===== src/rtl/core/lpps_pkg.sv =====
// Shared types, constants and the step table of the LED pulse pattern sequencer.
package lpps_pkg;

  // Default pattern length (steps) and fixed field widths
  localparam int SeqLengthDefault = 22;
  localparam int CountW           = 8;
  localparam int WaitW            = 12;
  localparam int PosW             = 5;
  localparam int CfgIndexW        = 3;
  localparam int CfgDataW         = 12;

  // Configuration register indexes
  localparam logic [CfgIndexW-1:0] REG_SLOW_EDGE = 3'd0;
  localparam logic [CfgIndexW-1:0] REG_SLOW_ON   = 3'd1;
  localparam logic [CfgIndexW-1:0] REG_SLOW_OFF  = 3'd2;
  localparam logic [CfgIndexW-1:0] REG_FAST_EDGE = 3'd3;
  localparam logic [CfgIndexW-1:0] REG_FAST_ON   = 3'd4;
  localparam logic [CfgIndexW-1:0] REG_FAST_OFF  = 3'd5;
  localparam logic [CfgIndexW-1:0] REG_GAP       = 3'd6;

  // Register reset values
  localparam logic [CountW-1:0] SLOW_EDGE_RST = 8'd9;
  localparam logic [CountW-1:0] SLOW_ON_RST   = 8'd14;
  localparam logic [CountW-1:0] SLOW_OFF_RST  = 8'd19;
  localparam logic [CountW-1:0] FAST_EDGE_RST = 8'd1;
  localparam logic [CountW-1:0] FAST_ON_RST   = 8'd2;
  localparam logic [CountW-1:0] FAST_OFF_RST  = 8'd2;
  localparam logic [WaitW-1:0]  GAP_RST       = 12'd2000;

  // Input operation codes
  localparam logic OP_TICK  = 1'b0;
  localparam logic OP_WRITE = 1'b1;

  // Brightness codes with a meaning
  localparam logic [7:0] BR_LOW  = 8'd0;
  localparam logic [7:0] BR_HIGH = 8'd1;
  localparam logic [7:0] BR_SLOW = 8'd4;
  localparam logic [7:0] BR_FAST = 8'd5;

  // Pin actions
  localparam logic [1:0] ACT_TOGGLE = 2'd0;
  localparam logic [1:0] ACT_LOW    = 2'd1;
  localparam logic [1:0] ACT_HIGH   = 2'd2;

  // Source of a step's action count
  localparam logic [1:0] CNT_FIXED = 2'd0;
  localparam logic [1:0] CNT_EDGE  = 2'd1;
  localparam logic [1:0] CNT_ON    = 2'd2;
  localparam logic [1:0] CNT_OFF   = 2'd3;

  // Delay code that selects the programmable reset gap
  localparam logic [2:0] DLY_GAP = 3'd0;

  typedef struct packed {
    logic [1:0] src;
    logic [2:0] count;
    logic [2:0] delay;
    logic [1:0] act;
  } step_t;

  // Step table; slots past the end keep the pin high
  function automatic step_t step_lookup(input logic [4:0] idx);
    step_t s;
    case (idx) inside
      5'd0, 5'd4:        s = '{CNT_FIXED, 3'd4, 3'd1, ACT_TOGGLE};
      5'd1, 5'd5:        s = '{CNT_FIXED, 3'd1, 3'd4, ACT_LOW};
      5'd2, 5'd20:       s = '{CNT_FIXED, 3'd6, 3'd1, ACT_TOGGLE};
      5'd3:              s = '{CNT_FIXED, 3'd1, DLY_GAP, ACT_LOW};
      5'd6:              s = '{CNT_FIXED, 3'd2, 3'd4, ACT_TOGGLE};
      5'd7:              s = '{CNT_FIXED, 3'd2, 3'd2, ACT_TOGGLE};
      5'd8, 5'd10, 5'd12, 5'd14, 5'd16, 5'd18:
                         s = '{CNT_EDGE, 3'd0, 3'd4, ACT_HIGH};
      5'd9, 5'd13, 5'd17: s = '{CNT_ON, 3'd0, 3'd4, ACT_LOW};
      5'd11, 5'd15, 5'd19: s = '{CNT_OFF, 3'd0, 3'd4, ACT_LOW};
      default:           s = '{CNT_FIXED, 3'd1, 3'd4, ACT_HIGH};
    endcase
    return s;
  endfunction

endpackage


===== src/rtl/core/led_pulse_pattern_sequencer.sv =====
// Top level of the LED pulse pattern sequencer: state update and result register.
//
// Usage:
//   Slave stream (s_*) carries one request per item: s_tuser = operation
//   (0 = 100 us tick, 1 = brightness write), s_tdata = brightness.
//   Master stream (m_*) returns one result per request: pin level, pattern
//   busy flag and step position, sampled after the request is applied.
//   The cfg_* port writes the count and gap registers; the user must use it
//   only while the block idles, as the block itself does not enforce this.
// Result: registered, shown on m_* in the cycle after the request is taken.
// Throughput: one request per cycle unless m_* stalls; the whole update is one table lookup, one
//   count compare and one wait decrement ahead of the state registers.
// Reset: rst (synchronous) clears the pin, busy flag, step, counters, pattern
//   select and remembered brightness, and loads the register defaults.
// Stall: while m_tready is low a held result blocks s_tready; the result
//   register takes the next request the cycle the old result is taken.
module led_pulse_pattern_sequencer
  import lpps_pkg::*;
#(
  parameter int SEQUENCE_LENGTH = SeqLengthDefault
) (
  input  logic                 clk,
  input  logic                 rst,
  input  logic                 s_tvalid,
  output logic                 s_tready,
  input  logic [7:0]           s_tdata,   // [7:0] brightness
  input  logic                 s_tuser,   // [0] operation
  output logic                 m_tvalid,
  input  logic                 m_tready,
  output logic [7:0]           m_tdata,   // [0] pin_out, [1] pattern_busy,
                                          // [6:2] step_position, [7] zero
  input  logic                 cfg_we,
  input  logic [CfgIndexW-1:0] cfg_index,
  input  logic [CfgDataW-1:0]  cfg_data
);

  localparam int IdxW = $clog2(SEQUENCE_LENGTH + 1);
  localparam logic [IdxW-1:0] SeqEnd = IdxW'(SEQUENCE_LENGTH);

  // Configuration registers
  logic [CountW-1:0] slow_edge, slow_on, slow_off;
  logic [CountW-1:0] fast_edge, fast_on, fast_off;
  logic [WaitW-1:0]  reset_gap;

  // Sequencer state
  logic              pin_level, busy_flag, fast_selected;
  logic [IdxW-1:0]   step_index;
  logic [CountW-1:0] action_count;
  logic [WaitW-1:0]  wait_ticks;
  logic [7:0]        previous_brightness;

  logic              pin_level_next, busy_flag_next, fast_selected_next;
  logic [IdxW-1:0]   step_index_next;
  logic [CountW-1:0] action_count_next;
  logic [WaitW-1:0]  wait_ticks_next;
  logic [7:0]        previous_brightness_next;

  logic              take;
  step_t             step;
  logic [CountW-1:0] step_cnt;
  logic [WaitW-1:0]  step_delay;
  logic [WaitW-1:0]  wait_dec;
  logic              plain;
  logic [7:0]        level;

  assign take     = s_tvalid && s_tready;
  assign s_tready = !m_tvalid || m_tready;

  // Write the configuration registers
  always_ff @(posedge clk) begin
    if (rst) begin
      slow_edge <= SLOW_EDGE_RST;
      slow_on   <= SLOW_ON_RST;
      slow_off  <= SLOW_OFF_RST;
      fast_edge <= FAST_EDGE_RST;
      fast_on   <= FAST_ON_RST;
      fast_off  <= FAST_OFF_RST;
      reset_gap <= GAP_RST;
    end else if (cfg_we) begin
      unique case (cfg_index)
        REG_SLOW_EDGE: slow_edge <= cfg_data[CountW-1:0];
        REG_SLOW_ON:   slow_on   <= cfg_data[CountW-1:0];
        REG_SLOW_OFF:  slow_off  <= cfg_data[CountW-1:0];
        REG_FAST_EDGE: fast_edge <= cfg_data[CountW-1:0];
        REG_FAST_ON:   fast_on   <= cfg_data[CountW-1:0];
        REG_FAST_OFF:  fast_off  <= cfg_data[CountW-1:0];
        REG_GAP:       reset_gap <= cfg_data[WaitW-1:0];
        default: ;
      endcase
    end
  end

  // Look up the current step, its count and its delay
  always_comb begin
    step = step_lookup(step_index[PosW-1:0]);
    case (step.src)
      CNT_EDGE: step_cnt = fast_selected ? fast_edge : slow_edge;
      CNT_ON:   step_cnt = fast_selected ? fast_on : slow_on;
      CNT_OFF:  step_cnt = fast_selected ? fast_off : slow_off;
      default:  step_cnt = CountW'(step.count);
    endcase
    step_delay = (step.delay == DLY_GAP) ? reset_gap : WaitW'(step.delay);
    wait_dec   = (wait_ticks != '0) ? wait_ticks - WaitW'(1) : '0;
  end

  // Apply one tick or brightness write
  always_comb begin
    pin_level_next           = pin_level;
    busy_flag_next           = busy_flag;
    fast_selected_next       = fast_selected;
    step_index_next          = step_index;
    action_count_next        = action_count;
    wait_ticks_next          = wait_ticks;
    previous_brightness_next = previous_brightness;
    plain = (s_tdata == BR_LOW) || (s_tdata == BR_HIGH);
    level = (!plain && previous_brightness == s_tdata) ? BR_HIGH : s_tdata;
    if (take) begin
      if (s_tuser == OP_WRITE) begin
        if (!plain) previous_brightness_next = s_tdata;
        case (level) inside
          BR_LOW:  pin_level_next = 1'b0;
          BR_HIGH: pin_level_next = 1'b1;
          BR_SLOW, BR_FAST: begin
            fast_selected_next = (level == BR_FAST);
            step_index_next    = '0;
            pin_level_next     = 1'b0;
            wait_ticks_next    = '0;
            busy_flag_next     = 1'b1;
          end
          default: ;
        endcase
      end else if (busy_flag) begin
        wait_ticks_next = wait_dec;
        if (wait_dec == '0) begin
          if (step_index >= SeqEnd) begin
            busy_flag_next = 1'b0;
          end else begin
            if (action_count >= step_cnt) begin
              // advance to the next step
              action_count_next = '0;
              step_index_next   = step_index + IdxW'(1);
              if (step_index + IdxW'(1) >= SeqEnd) busy_flag_next = 1'b0;
            end else begin
              case (step.act)
                ACT_LOW:  pin_level_next = 1'b0;
                ACT_HIGH: pin_level_next = 1'b1;
                default:  pin_level_next = !pin_level;
              endcase
              action_count_next = action_count + CountW'(1);
            end
            wait_ticks_next = step_delay;
          end
        end
      end
    end
  end

  // Hold the sequencer state
  always_ff @(posedge clk) begin
    if (rst) begin
      pin_level           <= 1'b0;
      busy_flag           <= 1'b0;
      fast_selected       <= 1'b0;
      step_index          <= '0;
      action_count        <= '0;
      wait_ticks          <= '0;
      previous_brightness <= '0;
    end else begin
      pin_level           <= pin_level_next;
      busy_flag           <= busy_flag_next;
      fast_selected       <= fast_selected_next;
      step_index          <= step_index_next;
      action_count        <= action_count_next;
      wait_ticks          <= wait_ticks_next;
      previous_brightness <= previous_brightness_next;
    end
  end

  // Register the result of each request
  always_ff @(posedge clk) begin
    if (rst) begin
      m_tvalid <= 1'b0;
    end else if (take) begin
      m_tvalid <= 1'b1;
    end else if (m_tready) begin
      m_tvalid <= 1'b0;
    end
  end

  always_ff @(posedge clk) begin
    if (take) begin
      m_tdata <= {1'b0, step_index_next[PosW-1:0], busy_flag_next, pin_level_next};
    end
  end

`ifndef SYNTHESIS
  a_step_bound: assert property (@(posedge clk) disable iff (rst)
    step_index <= SeqEnd)
    else $error("step index ran past the pattern end");

  a_busy_in_range: assert property (@(posedge clk) disable iff (rst)
    busy_flag |-> step_index < SeqEnd)
    else $error("pattern busy at or past its end");

  a_result_follows: assert property (@(posedge clk) disable iff (rst)
    take |=> m_tvalid)
    else $error("accepted request produced no result");

  a_state_holds: assert property (@(posedge clk) disable iff (rst)
    !take |=> $stable(step_index) && $stable(busy_flag) && $stable(pin_level))
    else $error("sequencer state changed without a request");
`endif

endmodule

===== config.mk =====
export PLATFORM = sky130hd
export DESIGN_NAME = led_pulse_pattern_sequencer
export DESIGN_NICKNAME = d
export VERILOG_FILES = /design/src/rtl/core/lpps_pkg.sv /design/src/rtl/core/led_pulse_pattern_sequencer.sv
export SDC_FILE = /design/constraint.sdc
export NUM_CORES = 1
export LEC_CHECK = 0
export ABC_AREA = 1
export BUFFER_PORTS_ARGS = -buffer_cell sky130_fd_sc_hd__buf_2
export CORE_UTILIZATION = 29
export CTS_CLUSTER_SIZE = 16
export DETAILED_ROUTE_END_ITERATION = 16
export PLACE_DENSITY_LB_ADDON = 0.1
export SLEW_MARGIN = 10
export SYNTH_ARGS = -nofsm -noshare
export SYNTH_HDL_FRONTEND = slang
export SYNTH_SLANG_ARGS = --single-unit

===== constraint.sdc =====
create_clock -name clk -period 4.5 [get_ports clk]
set_input_delay 0.9 -clock clk [delete_from_list [all_inputs] [get_ports clk]]
set_output_delay 0.9 -clock clk [all_outputs]
set_load 0.05 [all_outputs]

* Word level (Yosys, flattened, before mapping)
Cells that the tools add are included.
Storage, ports and cells: input bits 29, latch bits 0, flip-flop bits (word level) 104, memory bits (read-only) 0, bits in writable memories 0, memories kept 0
Cells by class: $add $sub $neg 3, magnitude comparators 3, multiply operators 0, equality and inequality tests 39, div/mod/pow operators 0, bitwise operators 5, muxes and demuxes 55, shift operators 0, reduce and logical (&&, ||, !) cells 34
Operator list (number):
- two-way mux 12 bit | 9
- two-way mux 10 bit | 9
- two-way mux 5 bit | 9
- equality test 5 x 4 -> 1 bit, second input constant | 8
- two-way mux 8 bit | 5
- equality test 5 bit, second input constant | 5
- one-hot mux 8 bit (3 select lines) | 1
- two-way mux 1 bit | 21
- equality test 5 x 3 -> 1 bit, second input constant | 4
- equality test 8 x 1 -> 1 bit, second input constant | 2
- equality test 8 x 3 -> 1 bit, second input constant | 2
- logical NOT 8 bit | 2
- AND reduction 5 bit | 3
- AND reduction 2 bit | 7
- logical NOT 12 bit | 1
- nonzero test 12 bit | 1
- subtractor 12 x 1 -> 12 bit, second input constant | 1
- equality test 5 x 2 -> 1 bit, second input constant | 2
- >= comparator 5 bit, second input constant | 2
- equality test 3 bit, second input constant | 3
- adder 8 x 1 -> 8 bit, second input constant | 1
- equality test 8 bit | 1
- >= comparator 8 bit | 1
- OR reduction 2 bit | 4
- other kinds (19) | 35

* Logic depth before layout (Yosys ltp)
word-level depth 20, gate-level depth with buffers 30

* Worst setup path after synthesis
OpenSTA, ideal clock, no wires.
path kind register to register, from register step_index[0], to register m_tdata[2], data pin, path slack 1.197 ns, setup time 0.251 ns, data arrival time 3.052 ns, clock period less this slack 3.303 ns, required time 4.249 ns, path buffers 1, cell stages (with the launch flop) 22, cell sequence dfxtp_1 -> inv_1 -> ha_1 -> o21ai_2 -> inv_1 -> nor2_1 -> nand2_1 -> nor2_1 -> inv_1 -> a21oi_1 -> nor3_1 -> ha_1 -> nand2_1 -> nor2_1 -> nand4_1 -> nand3_1 -> clkbuf_1 -> nand4_1 -> nand2_1 -> nand3_1 -> nand2_1 -> inv_1
Between the ends: cells in the longest elaborated chain, start to end 20, elaborated cells on any way between the ends 52, classes of those cells add/sub: 1; order compare: 2; eq/ne: 23; mux: 19; reduce/logical: 7
RTL lines:
- start: declaration | line led_pulse_pattern_sequencer.sv:47 | logic [IdxW-1:0] step_index;
- start signal: assignment | line led_pulse_pattern_sequencer.sv:172 | step_index <= step_index_next;
- equality test 5 x 4 -> 1 bit / equality test 5 bit (equally long branches) | line led_pulse_pattern_sequencer.sv:95 | step = step_lookup(step_index[PosW-1:0]);
- OR reduction 3 bit | line lpps_pkg.sv:64 | case (idx) inside
- two-way mux 10 bit (9 in a row) | line lpps_pkg.sv:64
- equality test 2 bit / equality test 2 x 1 -> 1 bit (equally long branches) | line led_pulse_pattern_sequencer.sv:96 | case (step.src)
- one-hot mux 8 bit (3 select lines) | line led_pulse_pattern_sequencer.sv:96
- >= comparator 8 bit | line led_pulse_pattern_sequencer.sv:138 | if (action_count >= step_cnt) begin
- two-way mux 5 bit | line led_pulse_pattern_sequencer.sv:138
- two-way mux 5 bit | line led_pulse_pattern_sequencer.sv:135 | if (step_index >= SeqEnd) begin
- two-way mux 5 bit | line led_pulse_pattern_sequencer.sv:134 | if (wait_dec == '0) begin
- two-way mux 5 bit | line led_pulse_pattern_sequencer.sv:132 | end else if (busy_flag) begin
- two-way mux 5 bit | line led_pulse_pattern_sequencer.sv:118 | if (s_tuser == OP_WRITE) begin
- two-way mux 5 bit (*) | line led_pulse_pattern_sequencer.sv:117 | if (take) begin
- net step_index_next[0] | line led_pulse_pattern_sequencer.sv:53 | logic [IdxW-1:0] step_index_next;
- end signal: assignment | line led_pulse_pattern_sequencer.sv:192 | m_tdata <= {1'b0, step_index_next[PosW-1:0], busy_flag_next, pin_level_next};
- end: declaration | line led_pulse_pattern_sequencer.sv:30 | output logic [7:0] m_tdata,
The timed path passes the listed nets; every way through them passes the cells marked *. A chain may end at the register's enable or synchronous reset.

* Worst setup path in the final report
from register step_index[3], to register m_tdata[5], data pin
Same word-level chain as after synthesis.

==> results.md <==
* Sequential cell area at roughly 2200 um2
* Critical Path End Type: register
* CTS Hold Bufs at 0
* RSZ-0062 raised after global routing: no
* Die area at ~21000 um2
* Largest area contributor in the netlist: dfxtp_1
* Fillers at ~2200
* Clock Path Buffers at 2
* Max-slew violations at 0
* Routed wire length at 16.7 mm
* Synth Cell Area at between 5000 and 6000 um2
* Yosys warnings at 0
* Multi-input gate area at around 3200 um2
* Core footprint at between 15000 and 20000 um2
* CTS Buf Count at 9
* Avg Inst Size Synth at about 6.5 um2
* H-tree levels at 3
* Power Density at approximately 300 nW/um2
* Count of cell types in the netlist at between 40 and 50
* Crit path largest cell delay at approximately 0.56 ns
* Crit path max fanout at 12
* Routed len/inst at around 14 um
* Ranking of synthesized cells by area: dfxtp_1 (33%), nand2_1 (15%), nor2_1 (9.3%)
* Vias at about 5500
* Post-cts sizing count at 0
* Port bufs at 37
* Pint at 1480 uW
* Mapped Nets at around 940
* Data required time of the worst path at ~4.6 ns
* Tmin final at a little under 4 ns
* Sw Pwr at 513 uW
* Syn Inst Count at between 800 and 900
* Largest net degree at the start of global routing at 65
* Clock skew at 0.00701 ns
* FP Rows at 51
* Flops & latches, synth at between 100 and 150
* Clk slew on worst S/H paths at ~0.07 ns
* HP Start: reset_gap[5]$_SDFFE_PP0P_
* Syn-to-layout area delta at 12.7%
* Worst reg2reg startpoint: step_index[3]$_SDFF_PP0_
* Starting density of the core at 0.297
* Switching share of power at 0.258
* Initial DRC Count at 322
* DP HPWL at roughly 13 mm
* Overall Global Routing Usage at 0.172
* Nets at between 900 and 1000
* Vias in the first global route at 5131
* Root buffer cell: clkbuf_16
* Cell mode on critical path: nand2_1
* Pleak at ~0.0030 uW
* Die width at 144 um
* Comb pwr share at 0.101
* Crit path from: step_index[3]$_SDFF_PP0_
* Cell family with most CP delay: simple AND/OR/NAND/NOR gates
* Bufs and invs on worst path at 2
* Postcts setup bufs at 0
* Share of the synthesized area in the top cell type at 0.333
* WS Path Type: register to register
* Hold crit path type: register to register
* Worst skew pair latency at around 0.35 ns
* Pre-antenna DRT Iters at 5
* VDD IR max at approximately 0.00017 V
* CTS tree: built
* IO Count at 39
* Sequential fraction of the synthesis area at 0.370
* Clk network pwr share at 0.411
* Worst path slowest cell: dfxtp_1
* DRC errors left at 0
* Final-report hold violation count at 0
* Rel. slew slack at 0.432
* Setup_tns at 0 ns
* Vias per inst at around 4.6
* Sequential power share at 0.488
* Worst-margin pin slew at 0.845 ns
* Proportion of layout cells with a drive suffix above 1 at 0.0882
* Most frequent cells in the layout: nand2_1 (225), nor2_1 (144), dfxtp_1 (97)
* Crit path arrival time at 4.05 ns
* First-pass GRT wire length at 27.4 mm
* Type of origin of the critical path: register
* Final worst-path cycle share at 0.874
* Diode count at 0
* Placer Congestion at about 0.84
* Commonest non-fill, non-tap cell in the layout: nand2_1
* Final setup viols at 0
* Total gr overflow at 0
* Hold slack at approximately 0.46 ns
* Fmax achieved at around 0.25 GHz
* Detail Route Antenna Nets at 0
* Max Cap Viol at 0
* Die H at 144 um
* Number of antenna violations at the first check in global routing at 0
* CTS Sinks at 104
* Outcome: complete, no violations
-- synth_stat cells (all sizes together) --
cell	instances
nand3b	1
o2111a	1
xnor2	6
nand3	60
or2	2
conb	1
o21a	1
inv	100
dfxtp	97
edfxtp	7
mux2i	1
o31ai	1
o21ai	88
ha	16
nor3	13
clkinv	3
nand2	230
clkbuf	18
nand4	7
xor2	6
a31o	1
a31oi	2
nor4	2
nor3b	3
o211ai	9
a21oi	62
a211oi	1
buf	6
nor2	152
-- power groups by stage --
stage	sequential (uW)	combinational [uW]	clock [uW]
after global placement	993	203	0
after CTS	972	204	842
after floorplan	1000	126	0
final	972	200	818
after detailed placement	993	202	0
after global routing	975	226	879
-- routing by layer --
layer  GRT usage  share of wire
met1       0.234           0.50
met5           0              0
met3      0.0257          0.029
met2       0.279           0.45
met4      0.0487          0.015
-- sequential cells by signal (all words and copies together), names as in the netlist, 7 cells and up --
signal and count:
action_count 8, fast_edge 8, fast_off 8, fast_on 8, m_tdata 7, previous_brightness 8, reset_gap 12, slow_edge 8
slow_off 8, slow_on 8, wait_ticks 12
-- stage by stage --
step                      utilization  std cells  worst slack [ns]  area, um2  power, uW
after floorplan                     -        897              1.20       5820       1130
after global routing            0.335       1195           0.00871       6560       2080
after detailed placement        0.319       1179             0.424       6260       1200
after global placement          0.319       1179             0.481       6260       1200
final                           0.335       1195             0.567       6560       1990
after CTS                       0.335       1195             0.406       6560       2020
-- logic make-up (layout without fill, tap and decap cells) --
group,count (synthesis),count (layout),synth area share
flops,104,104,0.370
fa+ha+maj,16,16,0.0344
xor+xnor,12,12,0.0180
buf+inv,127,160,0.0857
simple gates,470,470,0.338
compound gates,166,166,0.152
other cells,1,1,0.000644
mux,1,1,0.00172
-- cell type report --
class                           instances  share of cell area
Multi-Input combinational cell        666               0.484
Sequential cell                       104               0.328
Tap cell                              265              0.0505
Timing Repair Buffer                   41              0.0328
Clock inverter                          2             0.00572
Clock buffer                           14              0.0402
Inverter                              103              0.0589
-- tightest hold or removal path, stage by stage, from the launching register on --
cell and delay (ns):
dfxtp_1 0.30, inv_1 0.06, a21oi_1 0.06
-- path summary, 6_finish.rpt --
| path | end | slack, ns | cells past startpoint |
|---|---|---|---|
| setup / recovery | m_tdata[5]$_DFFE_PP_ | 0.57 | 25 |
| hold / removal | reset_gap[5]$_SDFFE_PP0P_ | 0.46 | 2 |
| setup reg to reg | m_tdata[5]$_DFFE_PP_ | 0.57 | 25 |
| hold reg to reg | reset_gap[5]$_SDFFE_PP0P_ | 0.46 | 2 |
Note: power is estimated with default switching activity, not from simulation.
